### src/sha256_pkg.sv
package sha256_pkg;

	localparam int unsigned WordW = 32;
	localparam int unsigned BlockWords = 16;
	localparam int unsigned Rounds = 64;
	localparam int unsigned DigestWords = 8;
	localparam int unsigned QueueDepthDefault = 4;

	typedef logic [WordW-1:0] word_t;

	// front to back: one finished 512-bit block
	typedef struct packed {
		logic                          final_blk;
		logic [BlockWords*WordW-1:0]   data;
	} blk_t;

	typedef enum logic [3:0] {
		FR_BYTES = 4'b0001,
		FR_PAD   = 4'b0010,
		FR_LEN   = 4'b0100,
		FR_PUSH  = 4'b1000
	} fr_state_t;

	typedef enum logic [2:0] {
		BK_IDLE  = 3'b001,
		BK_ROUND = 3'b010,
		BK_OUT   = 3'b100
	} bk_state_t;

	localparam word_t HInit [DigestWords] = '{
		32'h6a09e667, 32'hbb67ae85, 32'h3c6ef372, 32'ha54ff53a,
		32'h510e527f, 32'h9b05688c, 32'h1f83d9ab, 32'h5be0cd19
	};

	localparam logic [7:0] PadByte = 8'h80;

	function automatic word_t round_k(input logic [5:0] r);
		word_t k;
		case (r)
			6'd0: k = 32'h428a2f98; 6'd1: k = 32'h71374491; 6'd2: k = 32'hb5c0fbcf;
			6'd3: k = 32'he9b5dba5; 6'd4: k = 32'h3956c25b; 6'd5: k = 32'h59f111f1;
			6'd6: k = 32'h923f82a4; 6'd7: k = 32'hab1c5ed5; 6'd8: k = 32'hd807aa98;
			6'd9: k = 32'h12835b01; 6'd10: k = 32'h243185be; 6'd11: k = 32'h550c7dc3;
			6'd12: k = 32'h72be5d74; 6'd13: k = 32'h80deb1fe; 6'd14: k = 32'h9bdc06a7;
			6'd15: k = 32'hc19bf174; 6'd16: k = 32'he49b69c1; 6'd17: k = 32'hefbe4786;
			6'd18: k = 32'h0fc19dc6; 6'd19: k = 32'h240ca1cc; 6'd20: k = 32'h2de92c6f;
			6'd21: k = 32'h4a7484aa; 6'd22: k = 32'h5cb0a9dc; 6'd23: k = 32'h76f988da;
			6'd24: k = 32'h983e5152; 6'd25: k = 32'ha831c66d; 6'd26: k = 32'hb00327c8;
			6'd27: k = 32'hbf597fc7; 6'd28: k = 32'hc6e00bf3; 6'd29: k = 32'hd5a79147;
			6'd30: k = 32'h06ca6351; 6'd31: k = 32'h14292967; 6'd32: k = 32'h27b70a85;
			6'd33: k = 32'h2e1b2138; 6'd34: k = 32'h4d2c6dfc; 6'd35: k = 32'h53380d13;
			6'd36: k = 32'h650a7354; 6'd37: k = 32'h766a0abb; 6'd38: k = 32'h81c2c92e;
			6'd39: k = 32'h92722c85; 6'd40: k = 32'ha2bfe8a1; 6'd41: k = 32'ha81a664b;
			6'd42: k = 32'hc24b8b70; 6'd43: k = 32'hc76c51a3; 6'd44: k = 32'hd192e819;
			6'd45: k = 32'hd6990624; 6'd46: k = 32'hf40e3585; 6'd47: k = 32'h106aa070;
			6'd48: k = 32'h19a4c116; 6'd49: k = 32'h1e376c08; 6'd50: k = 32'h2748774c;
			6'd51: k = 32'h34b0bcb5; 6'd52: k = 32'h391c0cb3; 6'd53: k = 32'h4ed8aa4a;
			6'd54: k = 32'h5b9cca4f; 6'd55: k = 32'h682e6ff3; 6'd56: k = 32'h748f82ee;
			6'd57: k = 32'h78a5636f; 6'd58: k = 32'h84c87814; 6'd59: k = 32'h8cc70208;
			6'd60: k = 32'h90befffa; 6'd61: k = 32'ha4506ceb; 6'd62: k = 32'hbef9a3f7;
			default: k = 32'hc67178f2;
		endcase
		return k;
	endfunction

	function automatic word_t rotr(input word_t x, input int unsigned n);
		return (x >> n) | (x << (WordW - n));
	endfunction

endpackage

### src/sha256_if.sv


interface sha256_out_if;
	logic        valid;
	logic        ready;
	logic [31:0] digest_word;
	logic [2:0]  word_index;
	logic        last_word;
	modport source (output valid, digest_word, word_index, last_word, input ready);
	modport sink (input valid, digest_word, word_index, last_word, output ready);
endinterface

### src/sha256_back.sv
// One round per cycle compression, then digest word output.
module sha256_back (
	input  logic             clk,
	input  logic             arst_n,
	input  logic             blk_valid,
	output logic             blk_ready,
	input  sha256_pkg::blk_t blk,
	sha256_out_if.source     out_ch
);
	sha256_pkg::bk_state_t state_q;
	sha256_pkg::word_t h_q [8];
	sha256_pkg::word_t v_q [8];
	sha256_pkg::word_t w_q [16];
	logic [5:0] rnd_q;
	logic [2:0] idx_q;
	logic       fin_q;
	sha256_pkg::word_t wn, s0, s1, ch, mj, t1, t2, g0, g1;

	assign blk_ready = (state_q == sha256_pkg::BK_IDLE);
	assign out_ch.valid = (state_q == sha256_pkg::BK_OUT);
	assign out_ch.digest_word = h_q[idx_q];
	assign out_ch.word_index = idx_q;
	assign out_ch.last_word = (idx_q == 3'd7);

	always_comb begin
		// window slides: w_q[0] is the current word
		g0 = sha256_pkg::rotr(w_q[1], 7) ^ sha256_pkg::rotr(w_q[1], 18) ^ (w_q[1] >> 3);
		g1 = sha256_pkg::rotr(w_q[14], 17) ^ sha256_pkg::rotr(w_q[14], 19) ^ (w_q[14] >> 10);
		wn = w_q[0] + g0 + w_q[9] + g1;
		s1 = sha256_pkg::rotr(v_q[4], 6) ^ sha256_pkg::rotr(v_q[4], 11)
			^ sha256_pkg::rotr(v_q[4], 25);
		ch = (v_q[4] & v_q[5]) ^ (~v_q[4] & v_q[6]);
		t1 = v_q[7] + s1 + ch + sha256_pkg::round_k(rnd_q) + w_q[0];
		s0 = sha256_pkg::rotr(v_q[0], 2) ^ sha256_pkg::rotr(v_q[0], 13)
			^ sha256_pkg::rotr(v_q[0], 22);
		mj = (v_q[0] & v_q[1]) ^ (v_q[0] & v_q[2]) ^ (v_q[1] & v_q[2]);
		t2 = s0 + mj;
	end

	always_ff @(posedge clk) begin
		if (state_q == sha256_pkg::BK_IDLE && blk_valid) begin
			for (int i = 0; i < 16; i++) w_q[i] <= blk.data[511 - 32*i -: 32];
			for (int i = 0; i < 8; i++) v_q[i] <= h_q[i];
		end else if (state_q == sha256_pkg::BK_ROUND) begin
			for (int i = 0; i < 15; i++) w_q[i] <= w_q[i+1];
			w_q[15] <= wn;
			v_q[7] <= v_q[6]; v_q[6] <= v_q[5]; v_q[5] <= v_q[4];
			v_q[4] <= v_q[3] + t1;
			v_q[3] <= v_q[2]; v_q[2] <= v_q[1]; v_q[1] <= v_q[0];
			v_q[0] <= t1 + t2;
		end
	end

	always_ff @(posedge clk or negedge arst_n) begin
		if (!arst_n) begin
			state_q <= sha256_pkg::BK_IDLE;
			rnd_q <= '0;
			idx_q <= '0;
			fin_q <= 1'b0;
			for (int i = 0; i < 8; i++) h_q[i] <= sha256_pkg::HInit[i];
		end else begin
			case (state_q)
				sha256_pkg::BK_IDLE: begin
					if (blk_valid) begin
						fin_q <= blk.final_blk;
						rnd_q <= '0;
						state_q <= sha256_pkg::BK_ROUND;
					end
				end
				sha256_pkg::BK_ROUND: begin
					rnd_q <= rnd_q + 6'd1;
					if (rnd_q == 6'd63) begin
						state_q <= fin_q ? sha256_pkg::BK_OUT : sha256_pkg::BK_IDLE;
						idx_q <= '0;
					end
				end
				sha256_pkg::BK_OUT: begin
					if (out_ch.ready) begin
						idx_q <= idx_q + 3'd1;
						if (idx_q == 3'd7) begin
							for (int i = 0; i < 8; i++) h_q[i] <= sha256_pkg::HInit[i];
							state_q <= sha256_pkg::BK_IDLE;
						end
					end
				end
				default: state_q <= sha256_pkg::BK_IDLE;
			endcase
			// fold working vars in once rounds finish
			if (state_q == sha256_pkg::BK_ROUND && rnd_q == 6'd63) begin
				h_q[0] <= h_q[0] + t1 + t2;
				h_q[1] <= h_q[1] + v_q[0];
				h_q[2] <= h_q[2] + v_q[1];
				h_q[3] <= h_q[3] + v_q[2];
				h_q[4] <= h_q[4] + v_q[3] + t1;
				h_q[5] <= h_q[5] + v_q[4];
				h_q[6] <= h_q[6] + v_q[5];
				h_q[7] <= h_q[7] + v_q[6];
			end
		end
	end
endmodule

### src/flat_wrapper.sv
// flat-port wrapper written by rule: the top's interface ports become plain ports
module sha256_back_flat 
  (clk, arst_n, blk_valid, blk_ready, blk, out_ch_valid, out_ch_digest_word, out_ch_word_index, out_ch_last_word, out_ch_ready);
  sha256_out_if out_ch_i ();
  input  logic clk;
  input  logic arst_n;
  input  logic blk_valid;
  output logic blk_ready;
  input  sha256_pkg::blk_t blk;
  output wire logic [$bits(out_ch_i.valid)-1:0] out_ch_valid;
  output wire logic [$bits(out_ch_i.digest_word)-1:0] out_ch_digest_word;
  output wire logic [$bits(out_ch_i.word_index)-1:0] out_ch_word_index;
  output wire logic [$bits(out_ch_i.last_word)-1:0] out_ch_last_word;
  input wire logic [$bits(out_ch_i.ready)-1:0] out_ch_ready;
  assign out_ch_valid = out_ch_i.valid;
  assign out_ch_digest_word = out_ch_i.digest_word;
  assign out_ch_word_index = out_ch_i.word_index;
  assign out_ch_last_word = out_ch_i.last_word;
  assign out_ch_i.ready = out_ch_ready;
  sha256_back u_core (.clk(clk), .arst_n(arst_n), .blk_valid(blk_valid), .blk_ready(blk_ready), .blk(blk), .out_ch(out_ch_i));
endmodule
### config.mk
export PLATFORM = sky130hd
export DESIGN_NAME = sha256_back_flat
export DESIGN_NICKNAME = d
export VERILOG_FILES = /design/src/sha256_pkg.sv /design/src/sha256_if.sv /design/src/sha256_back.sv /design/src/flat_wrapper.sv
export SDC_FILE = /design/constraint.sdc
export NUM_CORES = 2
export LEC_CHECK = 0
export ABC_CLOCK_PERIOD_IN_PS = 30100
export BUFFER_PORTS_ARGS = -buffer_cell sky130_fd_sc_hd__buf_2
export CORE_UTILIZATION = 55
export DETAILED_ROUTE_END_ITERATION = 10
export GPL_TIMING_DRIVEN = 0
export PLACE_DENSITY_LB_ADDON = 0.15
export SLEW_MARGIN = 10
export SYNTH_ARGS = -nofsm -noshare
export SYNTH_HDL_FRONTEND = slang
export SYNTH_SLANG_ARGS = --single-unit
### constraint.sdc
create_clock -name clk -period 30.1 [get_ports clk]
set_input_delay 3.01 -clock clk [delete_from_list [all_inputs] [get_ports clk]]
set_output_delay 3.01 -clock clk [all_outputs]
set_load 0.005 [all_outputs]
==> key figures <==
Floorplanning
  – Die ar.: approximately 0.13 sq mm
  – Die width: between 300 and 400 um
  – FP Rows: approximately 130
  – Die height: approximately 370 um
  – Top Ports: about 560
  – Core ar.: about 0.13 sq mm
  – Initial core utilization: about 56%

Min path
  – Hold_sp: u_core.w_q[1][14]
  – Worst hold path endpoint: u_core.w_q[0][110]
  – WHS Path Cells: 2
  – Worst Hold Class: flop to flop

Critical path
  – Worst-path fanout max: 13
  – Setup crit start kind: flop
  – CP top delay family: compound AO/OA/AOI/OAI gates
  – Critical path class: flop to flop
  – Crit path DAT: ~14 ns
  – Worst reg2reg endpoint: u_core.h_q[255]
  – Critical path required time: between 30 and 40 ns
  – CP bufs+invs: 5
  – Crit path capture type: flop
  – Worst R2R Start: u_core.rnd_q[1]
  – Critical path's slowest cell: o31ai_1
  – CP peak stage delay: slightly above 1 ns
  – R2R depth: 31
  – Most frequent CP cell: fa_1
  – Crit. Startpoint: u_core.rnd_q[1]
  – FF-to-FF setup slack: ~17 ns

Synth
  – Synth Flop Type: edfxtp_1
  – Avg Inst Size Synth: about 9.2 sq um
  – EDFF count, synth: approximately 770
  – Sequential area share after synthesis: around two fifths
  – Xor and xnor area share after synthesis: between 7 and 8%
  – Leading area contributor after synthesis: edfxtp_1
  – Yosys Warn Count: 0
  – Synthesized-area fraction occupied by adder cells: between 10% and 20%
  – Synthesis-stage register bit count: 1037
  – Synth top area share: roughly a third
  – Post-synth top cells: 2403 x nand2_1, 768 x edfxtp_1, 478 x a21oi_1
  – Synth area leaders: edfxtp_1 31%, nand2_1 12%, ha_1 7.3%
  – Synth Area in Compound Gates: 13.4%
  – Mux share of post-synthesis cell area: under 10%
  – Mapped Nets: between 9000 and 10000
  – Simple-Gate Fraction of Synth Area: between 10% and 20%
  – Ys async rst share: between 20% and 30%
  – Cell variety after synth: a little under 90
  – Mapped Area: 0.0734 sq mm
  – Top-count cell post-synth: nand2_1
  – Largest family of logic cells by synthesized area: simple AND/OR/NAND/NOR gates
  – Mapped Cells: about 8000

GRT
  – First-pass GRT wire length: about 450000 um
  – Pin count of the biggest net entering global routing: ~130
  – Antenna violations before repair: 48
  – Vias in the first global route: between 60000 and 70000
  – GR Overflow Total: 0
  – Gr usage total: ~47%

Clocking
  – TritonCTS clock tree: yes
  – Clock tree buffer depth: 3
  – Worst skew pair latency: approximately 0.8 ns
  – H-tree depth: 3
  – # resized after CTS: 0
  – Total clock sinks: ~1000
  – Worst-path clk slew: 0.07 ns
  – CTS hold repair buffers: 0
  – Post-CTS Setup Bufs: 0
  – Clock buffers created by TritonCTS: about 120
  – Root Driver: clkbuf_16

Timing
  – Clock skew: roughly 0.067 ns
  – Final setup vio count: 0
  – Final Hold Viols: 0
  – Worst-margin pin slew: ~1.4 ns
  – Final Cycle Share: 44.8%
  – Worst relative slew slack: 3.95%
  – RSZ-0062 raised after global routing: no
  – Fmax: around 74 MHz
  – Final slew viol count: 0
  – Final Critical Period: ~13 ns
  – Post-route setup TNS: 0 ns

Place
  – Detailed Place HPWL: approximately 260000 um
  – I/O Buffers: 554
  – Gp weighted congestion: between 1 and 1.5

Finish
  – Fraction of layout cells with a size suffix above 1: a little under an eighth
  – Area Overhead vs Synth: 12.7%
  – Fin nets: 9858
  – Fillers: approximately 11000

Routing
  – DR vias/cell: around 6.4
  – Drt initial violations: 9149
  – Router iterations before antenna repair: 8
  – DRC: 0
  – Detailed-route wire length per cell: between 30 and 40 um
  – DRT antenna net count: 0
  – WL final: 323000 um
  – Vias: 67500

Outcome
  – Run status: finished, final reports clean

Flow run
  – Max Cap Violations: 0
[stage by stage]
stage	instance area [sq um]	util (%)	worst slack [ns]	hold slack, ns	instances
CTS	82600	62.6	17.33	0.466	10500
detailed placement	78700	59.7	17.41	0.490	10300
floorplan	73400	-	9.82	0.438	8003
global placement	78300	59.4	2.05	0.487	10300
finish	82700	62.6	16.62	0.476	10600
global route	82600	62.6	16.62	0.479	10600
[metal layers]
metal  up-vias  wire length, um  global-route usage (%)
met5         -              177                       0
met4        28            29800                    36.0
met3      1221            39700                    13.7
met2      4868           142000                    71.7
met1     32600           112000                    56.2
li1      28800                -                       -
[placed cells by master (no fill, tap or decap), types with 32 or more instances in the layout]
cell and n:
dfrtp_1 132, inv_1 415, o21ai_0 409, nor2b_1 43, buf_2 555, diode_2 33, and3_1 35, mux4_2 68
o31ai_1 37, clkbuf_16 116, nor3_1 74, nand3_1 81, fa_1 227, mux2i_1 37, mux2_2 39, a31oi_1 51
dfstp_2 137, nand2b_1 65, ha_1 426, maj3_1 32, nor2_1 340, o21bai_1 68, o21a_1 62, nand2_1 2403
a21oi_1 478, a211oi_1 38, edfxtp_1 768, xnor2_1 393, a21o_1 180, clkbuf_1 368, xor2_1 193
[kinds of logic (layout without fill, tap and decap cells)]
family          count (synthesis)  in the layout
compound gates               1586           1586
xor+xnor                      590            590
flops                        1037           1037
other cells                     0             33
fa+ha+maj                     685            685
mux                           144            144
buf+inv                       797           1579
simple gates                 3164           3164
[area by class of cell]
cell class | count | area, sq um | share of cell area, %
tap | 1755 | 2200 | 2.66
timing repair buffer | 568 | 3140 | 3.80
inverter | 419 | 1580 | 1.91
clock inverter | 53 | 634 | 0.767
sequential | 1037 | 30000 | 36.2
clock buffer | 161 | 3190 | 3.86
antenna | 33 | 82.6 | 0.0999
multi-input combinational | 6169 | 40400 | 48.9
buffer | 378 | 1440 | 1.74
[sequential cells by signal, indices dropped and copies added (netlist names)]
register	flops
u_core.rnd_q	6
u_core.fin_q	1
u_core.w_q	512
u_core.v_q	256
u_core.h_q	256
u_core.out_ch.word_index	3
u_core.state_q	3
[worst max path at each step]
stage | cells after the start | slack (ns) | end
after CTS | 35 | 17.33 | u_core.h_q[255]
after detailed placement | 35 | 17.41 | u_core.h_q[255]
after global routing | 35 | 16.62 | u_core.h_q[255]
final | 31 | 16.62 | u_core.h_q[255]
after global placement | 9 | 2.05 | u_core.rnd_q[4]
after floorplan | 8 | 9.82 | u_core.rnd_q[4]
[worst register-to-register path: cells and delay by family (launching register included)]
kind	cells	cell delay [ns]
AOI/OAI and AO/OA	7	4.63
xor gates and xnor gates	1	0.72
adders and majority gates	7	3.31
buffers and inverters	5	1.05
DFF	1	0.61
muxes	1	0.68
and+or+nand+nor	10	2.38
Power is left out: the tool's default activity adds up to more than one toggle a clock period on the data nets, which glitch-free logic cannot reach.
