## config.mk

```make
export PLATFORM = sky130hd
export DESIGN_NAME = sha256_queue
export DESIGN_NICKNAME = d
export VERILOG_FILES = /design/src/sha256_pkg.sv /design/src/sha256_queue.sv
export SDC_FILE = /design/constraint.sdc
export NUM_CORES = 1
export LEC_CHECK = 0
export BUFFER_PORTS_ARGS = -buffer_cell sky130_fd_sc_hd__buf_2
export CAP_MARGIN = 20
export CORE_AREA = 2 2 464 466
export DETAILED_ROUTE_END_ITERATION = 8
export DIE_AREA = 0 0 466 468
export PLACE_DENSITY = 0.52
export SLEW_MARGIN = 20
export SYNTH_ARGS = -nofsm -noshare
export SYNTH_HDL_FRONTEND = slang
export SYNTH_SLANG_ARGS = --single-unit
```

## constraint.sdc

```tcl
create_clock -name clk -period 13.3 [get_ports clk]
set_input_delay 1.995 -clock clk [delete_from_list [all_inputs] [get_ports clk]]
set_output_delay 1.995 -clock clk [all_outputs]
set_load 0.1 [all_outputs]
```

## src/sha256_pkg.sv

```systemverilog
package sha256_pkg;

	localparam int unsigned WordW = 32;
	localparam int unsigned BlockWords = 16;
	localparam int unsigned Rounds = 64;
	localparam int unsigned DigestWords = 8;
	localparam int unsigned QueueDepthDefault = 4;

	typedef logic [WordW-1:0] word_t;

	// front to back: one finished 512-bit block
	typedef struct packed {
		logic                          final_blk;
		logic [BlockWords*WordW-1:0]   data;
	} blk_t;

	typedef enum logic [3:0] {
		FR_BYTES = 4'b0001,
		FR_PAD   = 4'b0010,
		FR_LEN   = 4'b0100,
		FR_PUSH  = 4'b1000
	} fr_state_t;

	typedef enum logic [2:0] {
		BK_IDLE  = 3'b001,
		BK_ROUND = 3'b010,
		BK_OUT   = 3'b100
	} bk_state_t;

	localparam word_t HInit [DigestWords] = '{
		32'h6a09e667, 32'hbb67ae85, 32'h3c6ef372, 32'ha54ff53a,
		32'h510e527f, 32'h9b05688c, 32'h1f83d9ab, 32'h5be0cd19
	};

	localparam logic [7:0] PadByte = 8'h80;

	function automatic word_t round_k(input logic [5:0] r);
		word_t k;
		case (r)
			6'd0: k = 32'h428a2f98; 6'd1: k = 32'h71374491; 6'd2: k = 32'hb5c0fbcf;
			6'd3: k = 32'he9b5dba5; 6'd4: k = 32'h3956c25b; 6'd5: k = 32'h59f111f1;
			6'd6: k = 32'h923f82a4; 6'd7: k = 32'hab1c5ed5; 6'd8: k = 32'hd807aa98;
			6'd9: k = 32'h12835b01; 6'd10: k = 32'h243185be; 6'd11: k = 32'h550c7dc3;
			6'd12: k = 32'h72be5d74; 6'd13: k = 32'h80deb1fe; 6'd14: k = 32'h9bdc06a7;
			6'd15: k = 32'hc19bf174; 6'd16: k = 32'he49b69c1; 6'd17: k = 32'hefbe4786;
			6'd18: k = 32'h0fc19dc6; 6'd19: k = 32'h240ca1cc; 6'd20: k = 32'h2de92c6f;
			6'd21: k = 32'h4a7484aa; 6'd22: k = 32'h5cb0a9dc; 6'd23: k = 32'h76f988da;
			6'd24: k = 32'h983e5152; 6'd25: k = 32'ha831c66d; 6'd26: k = 32'hb00327c8;
			6'd27: k = 32'hbf597fc7; 6'd28: k = 32'hc6e00bf3; 6'd29: k = 32'hd5a79147;
			6'd30: k = 32'h06ca6351; 6'd31: k = 32'h14292967; 6'd32: k = 32'h27b70a85;
			6'd33: k = 32'h2e1b2138; 6'd34: k = 32'h4d2c6dfc; 6'd35: k = 32'h53380d13;
			6'd36: k = 32'h650a7354; 6'd37: k = 32'h766a0abb; 6'd38: k = 32'h81c2c92e;
			6'd39: k = 32'h92722c85; 6'd40: k = 32'ha2bfe8a1; 6'd41: k = 32'ha81a664b;
			6'd42: k = 32'hc24b8b70; 6'd43: k = 32'hc76c51a3; 6'd44: k = 32'hd192e819;
			6'd45: k = 32'hd6990624; 6'd46: k = 32'hf40e3585; 6'd47: k = 32'h106aa070;
			6'd48: k = 32'h19a4c116; 6'd49: k = 32'h1e376c08; 6'd50: k = 32'h2748774c;
			6'd51: k = 32'h34b0bcb5; 6'd52: k = 32'h391c0cb3; 6'd53: k = 32'h4ed8aa4a;
			6'd54: k = 32'h5b9cca4f; 6'd55: k = 32'h682e6ff3; 6'd56: k = 32'h748f82ee;
			6'd57: k = 32'h78a5636f; 6'd58: k = 32'h84c87814; 6'd59: k = 32'h8cc70208;
			6'd60: k = 32'h90befffa; 6'd61: k = 32'ha4506ceb; 6'd62: k = 32'hbef9a3f7;
			default: k = 32'hc67178f2;
		endcase
		return k;
	endfunction

	function automatic word_t rotr(input word_t x, input int unsigned n);
		return (x >> n) | (x << (WordW - n));
	endfunction

endpackage

```

## src/sha256_queue.sv

```systemverilog
// Small block FIFO between front and back.
module sha256_queue #(
	parameter int unsigned Depth = sha256_pkg::QueueDepthDefault
) (
	input  logic             clk,
	input  logic             arst_n,
	input  logic             wr_valid,
	output logic             wr_ready,
	input  sha256_pkg::blk_t wr_data,
	output logic             rd_valid,
	input  logic             rd_ready,
	output sha256_pkg::blk_t rd_data
);
	localparam int unsigned AW = (Depth > 1) ? $clog2(Depth) : 1;
	sha256_pkg::blk_t mem_q [Depth];
	logic [AW-1:0] wp_q, rp_q;
	logic [AW:0]   cnt_q;
	logic wr, rd;

	assign wr_ready = (cnt_q != Depth[AW:0]);
	assign rd_valid = (cnt_q != '0);
	assign rd_data = mem_q[rp_q];
	assign wr = wr_valid && wr_ready;
	assign rd = rd_valid && rd_ready;

	always_ff @(posedge clk) begin
		if (wr) mem_q[wp_q] <= wr_data;
	end

	always_ff @(posedge clk or negedge arst_n) begin
		if (!arst_n) begin
			wp_q <= '0;
			rp_q <= '0;
			cnt_q <= '0;
		end else begin
			if (wr) wp_q <= (wp_q == AW'(Depth-1)) ? '0 : wp_q + 1'b1;
			if (rd) rp_q <= (rp_q == AW'(Depth-1)) ? '0 : rp_q + 1'b1;
			cnt_q <= cnt_q + (AW+1)'(wr) - (AW+1)'(rd);
		end
	end
endmodule

```

==> impl_metrics.env, run 1 <==
export IMPL_clockBufferDepth=3
export IMPL_ant_nets=0
export IMPL_cp_depth=5
export IMPL_whs_path_depth=1
export IMPL_final_nets=4406
export IMPL_cpMostUsedCell="buf_4"
export IMPL_yosysSeqAreaShare_pct=83.2
export IMPL_fin_crit_ns=7.02
export IMPL_hold_viol_final=0
export IMPL_critPathKind="flop to output port"
export IMPL_post_cts_buffers=0
export IMPL_routed_via_density=4.91
export IMPL_cts_htree_levels=4
export IMPL_drv_slew=0
export IMPL_syn_nets=3242
export IMPL_gp_congestion=0.749
export IMPL_synth_area_top_cells="edfxtp_1 (83%), mux4_2 (16%), buf_4 (0.37%)"
export IMPL_area_growth_pct=21.0
export IMPL_clk_pin_slew_ns=0.06
export IMPL_fmax_mhz=142
export IMPL_cp_max_fo=91
export IMPL_clock_skew_ns=0.0562
export IMPL_synth_seq_cells=2059
export IMPL_cts_tree="yes"
export IMPL_min_path_type="flop to flop"
export IMPL_io_pins=1032
export IMPL_status="complete, no violations"
export IMPL_final_common_cell="edfxtp_1"
export IMPL_dr_pass1_iters=7
export IMPL_synthCells=2717
export IMPL_via_count=34100
export IMPL_antenna_found_initial=154
export IMPL_cp_end_kind="output port"
export IMPL_grt_use_total_pct=16.3
export IMPL_clock_sinks=2059
export IMPL_coreArea_um2=213000
export IMPL_cap_violations=0
export IMPL_die_area_um2=218000
export IMPL_synth_top_cell_area_share_pct=83.0
export IMPL_clock_root_buffer="clkbuf_16"
export IMPL_min_period_over_period_pct=52.8
export IMPL_grt_setup_unrepaired="false"
export IMPL_initial_core_util_pct=34.8
export IMPL_worstPathArrival_ns=5.02
export IMPL_clk_latency_ns=0.83
export IMPL_reg2reg_depth=4
export IMPL_dr_first_iter_drc_count=2504
export IMPL_cts_resized=0
export IMPL_numPortBuffers=1031
export IMPL_max_stage_delay_ns=0.84
export IMPL_slew_headroom_pct=29.9
export IMPL_timing_critical_path_required_ns=11.31
export IMPL_synth_cell_types=19
export IMPL_path_cells="buf_12 > buf_4 > buf_4 > mux4_2 > buf_2"
export IMPL_gr_total_overflow=0
export IMPL_cpMaxStageDelayCell="buf_4"
export IMPL_worst_pin_slew_ns=1.05
export IMPL_final_cell_mix="edfxtp_1 (2052), buf_2 (1031), mux4_2 (513), clkbuf_16 (212)"
export IMPL_layout_drive_gt1_share_pct=46.2
export IMPL_post_route_drc_count=0
export IMPL_hpwl_um=115000
export IMPL_grt_pass1_vias=35200
export IMPL_die_h_um=468
export IMPL_row_count=170
export IMPL_synth_area_per_cell_um2=27.3
export IMPL_start_kind="flop"
export IMPL_setup_viol=0
export IMPL_synth_area_um2=74300
export IMPL_fin_ws_ns=6.28
export IMPL_whs_ns=0.492
export IMPL_wl_um=183000
export IMPL_grt_max_degree=137
export IMPL_synth_top_cell_by_area="edfxtp_1"
export IMPL_grt_first_pass_wirelength_um=257000
export IMPL_die_width_um=466
export IMPL_yosysWarningCount=0
export IMPL_pre_cts_slack_ns=6.95
export IMPL_path_buf_inv=4
export IMPL_crit_family="buffers and inverters"
export IMPL_postCtsHoldBufs=0
export IMPL_cts_buffers=212
export IMPL_wl_per_cell_um=26.3
## path summary, 6_finish.rpt
check,from,endpoint,slack [ns]
worst max-delay path,rp_q[0]$_DFFE_PN0P_,rd_data[210],6.28
worst min-delay path,cnt_q[2]$_DFF_PN0_,cnt_q[2]$_DFF_PN0_,0.49
worst max register to register,cnt_q[2]$_DFF_PN0_,mem_q[0][256]$_DFFE_PP_,9.82
worst min register to register,cnt_q[2]$_DFF_PN0_,cnt_q[2]$_DFF_PN0_,0.49
max in group asynchronous,arst_n,rp_q[1]$_DFFE_PN0P_,12.04
min in group asynchronous,arst_n,cnt_q[2]$_DFF_PN0_,1.01
## logic make-up (layout without fill, tap and decap cells)
logic type    after synthesis  count (layout)  synth area share [%]
mux                       517             517                  15.6
buf+inv                   121            1465                 0.915
xor+xnor                    2               2                0.0236
simple gates               10              10                0.0775
flops                    2059            2059                  83.2
other cells                 0              50                     0
fa+ha+maj                   8               8                 0.145
## sequential cells by signal (all words and copies together) (netlist names)
| name | cells |
|---|---|
| rp_q | 2 |
| mem_q | 2052 |
| cnt_q | 3 |
| wp_q | 2 |
## synth_stat cells
master and number:
inv_1 7, fa_1 1, buf_2 45, and2_1 1
ha_1 7, or3b_1 1, mux4_2 513, dfrtp_1 7
and3_1 4, buf_6 4, buf_1 18, or3_1 1
buf_4 37, nand2_1 1, edfxtp_1 2052, nor2_1 2
clkbuf_1 10, mux2_2 4, xnor2_1 2
## metal layers
layer	GRT usage (%)	share of wire, %	vias up
met1	20.0	39	17900
met3	8.10	11	458
li1	-	-	14300
met2	25.5	47	1216
met4	4.75	2.9	126
met5	0	0.43	-
## cell type report
type                            count  area (um^2)
Antenna cell                       50          125
Clock buffer                      265         5500
Clock inverter                    129         1390
Fill cell                       18500       123000
Inverter                            7         26.3
Multi-Input combinational cell    537        11800
Sequential cell                  2059        61800
Tap cell                         2838         3550
Timing Repair Buffer             1064         5670
## metrics by stage
step / setup TNS (ns) / cells / cell area [um^2] / utilization [%]
global route: 0 / 6913 / 89800 / 42.1
finish: 0 / 6949 / 89900 / 42.1
global placement: 0 / 6504 / 82800 / 38.8
detailed placement: 0 / 6504 / 82800 / 38.8
floorplan: -651.00 / 2717 / 74300 / -
CTS: 0 / 6898 / 89700 / 42.1
Power of run 1 is not shown: default switching activity piles up to over one toggle a cycle in this logic, so the estimate is an artifact.
==> run 2: changes to the inputs <==
==> constraint.sdc (replaced) <==
create_clock -name clk -period 6.2 [get_ports clk]
set_input_delay 0.93 -clock clk [delete_from_list [all_inputs] [get_ports clk]]
set_output_delay 0.93 -clock clk [all_outputs]
set_load 0.1 [all_outputs]
==> run 2 against run 1 <==
Largest cell class unchanged. Die area is the same. Hold slack lost 0.20 ns. Sequential share of layout area shrank 0.29 points. Final cell count grew 0.37%. Clock-buffer cell count shrank 5. Non-clock buffer count grew 43. Register-to-register slack lost 6.4 ns. Flip-flop and latch count is the same. Utilization grew 0.18 points. Highest routed layer unchanged.
==> impl_metrics.env, run 2 (synthesized netlist as in run 1, its figures left out) <==
export IMPL_status="complete, no violations"
export IMPL_cap_violations=0
export IMPL_reg2reg_to="mem_q[0][349]$_DFFE_PP_"
export IMPL_gp_congestion=0.768
export IMPL_clock_root_buffer="clkbuf_16"
export IMPL_clk_latency_ns=0.85
export IMPL_grt_first_pass_wirelength_um=261000
export IMPL_fmax_mhz=227
export IMPL_clockBufferDepth=3
export IMPL_top_regs="mem_q: 2052 flops, cnt_q: 3 flops"
export IMPL_dr_first_iter_drc_count=2527
export IMPL_io_pins=1032
export IMPL_die_h_um=468
export IMPL_clk_pin_slew_ns=0.06
export IMPL_largest_register_ff_count=2052
export IMPL_hold_start="wr_data[45]"
export IMPL_worstHoldEndpoint="mem_q[2][45]$_DFFE_PP_"
export IMPL_cts_htree_levels=4
export IMPL_hold_viol_final=0
export IMPL_slew_headroom_pct=25.4
export IMPL_initial_core_util_pct=34.8
export IMPL_final_nets=4451
export IMPL_critPathKind="flop to output port"
export IMPL_layout_drive_gt1_share_pct=47.0
export IMPL_min_period_over_period_pct=71.0
export IMPL_reg2reg_from="cnt_q[2]$_DFF_PN0_"
export IMPL_cp_max_fo=86
export IMPL_die_width_um=466
export IMPL_fin_cells=6975
export IMPL_area_growth_pct=21.5
export IMPL_post_route_drc_count=0
export IMPL_coreArea_um2=213000
export IMPL_drv_slew=0
export IMPL_gr_total_overflow=0
export IMPL_routed_via_density=4.93
export IMPL_die_area_um2=218000
export IMPL_clock_skew_ns=0.0440
export IMPL_worstPathArrival_ns=3.47
export IMPL_cts_buffers=214
export IMPL_setup_viol=0
export IMPL_largest_register="mem_q"
export IMPL_cp_end_kind="output port"
export IMPL_fin_util_pct=42.3
export IMPL_cts_tree="yes"
export IMPL_r2r_slack_ns=3.40
export IMPL_antenna_found_initial=134
export IMPL_final_cell_mix="edfxtp_1 (2052), buf_2 (1031), mux4_2 (513), clkbuf_16 (218), clkinv_1 (54)"
export IMPL_numPortBuffers=1031
export IMPL_hpwl_um=122000
export IMPL_min_path_type="primary input to flop"
export IMPL_final_common_cell="edfxtp_1"
export IMPL_grt_pass1_vias=35300
export IMPL_worst_pin_slew_ns=1.12
export IMPL_start_kind="flop"
export IMPL_ant_nets=0
export IMPL_pre_cts_slack_ns=2.51
export IMPL_grt_use_total_pct=16.6
export IMPL_dr_pass1_iters=7
export IMPL_clock_sinks=2059
export IMPL_dp_cells=6547
export IMPL_timing_critical_path_required_ns=5.27
export IMPL_fin_crit_ns=4.40
export IMPL_row_count=170
export IMPL_grt_setup_unrepaired="false"
export IMPL_fin_ws_ns=1.80
export IMPL_wl_per_cell_um=26.6
export IMPL_via_count=34400
export IMPL_grt_max_degree=121
export IMPL_whs_ns=0.289
export IMPL_wl_um=185000
export IMPL_reg2reg_depth=3
export IMPL_whs_path_depth=1
run 2: changes by cell type in the layout (fill, tap and decap cells not counted), moves of 2 or more:
cell and change:
buf_4 +38, diode_2 -20, clkinv_2 +13, clkbuf_1 -11
clkbuf_16 +6, buf_12 +4, clkinv_8 -3, inv_8 -3
clkinv_16 -2, clkinvlp_4 +2
run 2: what timing repair did:
| action | 4_1_cts | 5_1_grt |
|---|---|---|
| endpoints found under the setup margin | 0 | 0 |
| hold endpoints to repair | 7 | 0 |
| setup buffers | 0 | 0 |
| gates resized for setup | 0 | 0 |
| hold buffers | 1 | 0 |
run 2: layout make-up:
class,instances,area [um^2]
Clock inverter,137,1340
Tap cell,2838,3550
Fill cell,18500,123000
Timing Repair Buffer,1107,6050
Inverter,7,26.3
Sequential cell,2059,61800
Clock buffer,260,5610
Antenna cell,30,75.1
Multi-Input combinational cell,537,11800
run 2: worst max-delay path, stage by stage (launching register included):
cell,delay [ns]
dfrtp_4,0.95
buf_12,0.55
mux4_2,0.63
buf_2,0.32
run 2: how the worst max path moves through the flow:
| stage | startpoint | slack (ns) | to | depth (start not counted) |
|---|---|---|---|---|
| detailed placement | rp_q[0]$_DFFE_PN0P_ | 2.51 | rd_data[511] | 3 |
| CTS | rp_q[0]$_DFFE_PN0P_ | 1.54 | rd_data[511] | 3 |
| floorplan | cnt_q[2]$_DFF_PN0_ | -1.79 | mem_q[0][0]$_DFFE_PP_ | 2 |
| finish | rp_q[0]$_DFFE_PN0P_ | 1.80 | rd_data[59] | 3 |
| global route | rp_q[0]$_DFFE_PN0P_ | 1.49 | rd_data[511] | 3 |
| global placement | rp_q[0]$_DFFE_PN0P_ | 2.53 | rd_data[59] | 3 |
run 2: routing by layer:
| layer | wire length, um | share of wire (%) | global-route usage (%) | vias up |
|---|---|---|---|---|
| met5 | 678 | 0.37 | 0 | - |
| met4 | 4380 | 2.4 | 4.57 | 108 |
| met3 | 20000 | 11 | 7.74 | 444 |
| met2 | 88900 | 48 | 26.5 | 1295 |
| met1 | 71600 | 39 | 20.3 | 18100 |
| li1 | - | - | - | 14400 |
run 2: metrics by stage:
step	setup TNS (ns)	instance area, um^2
detailed placement	0	83200
floorplan	-3680.17	74300
CTS	0	90200
global route	0	90200
finish	0	90300
global placement	0	83200
Power of run 2 is left out for the same reason.
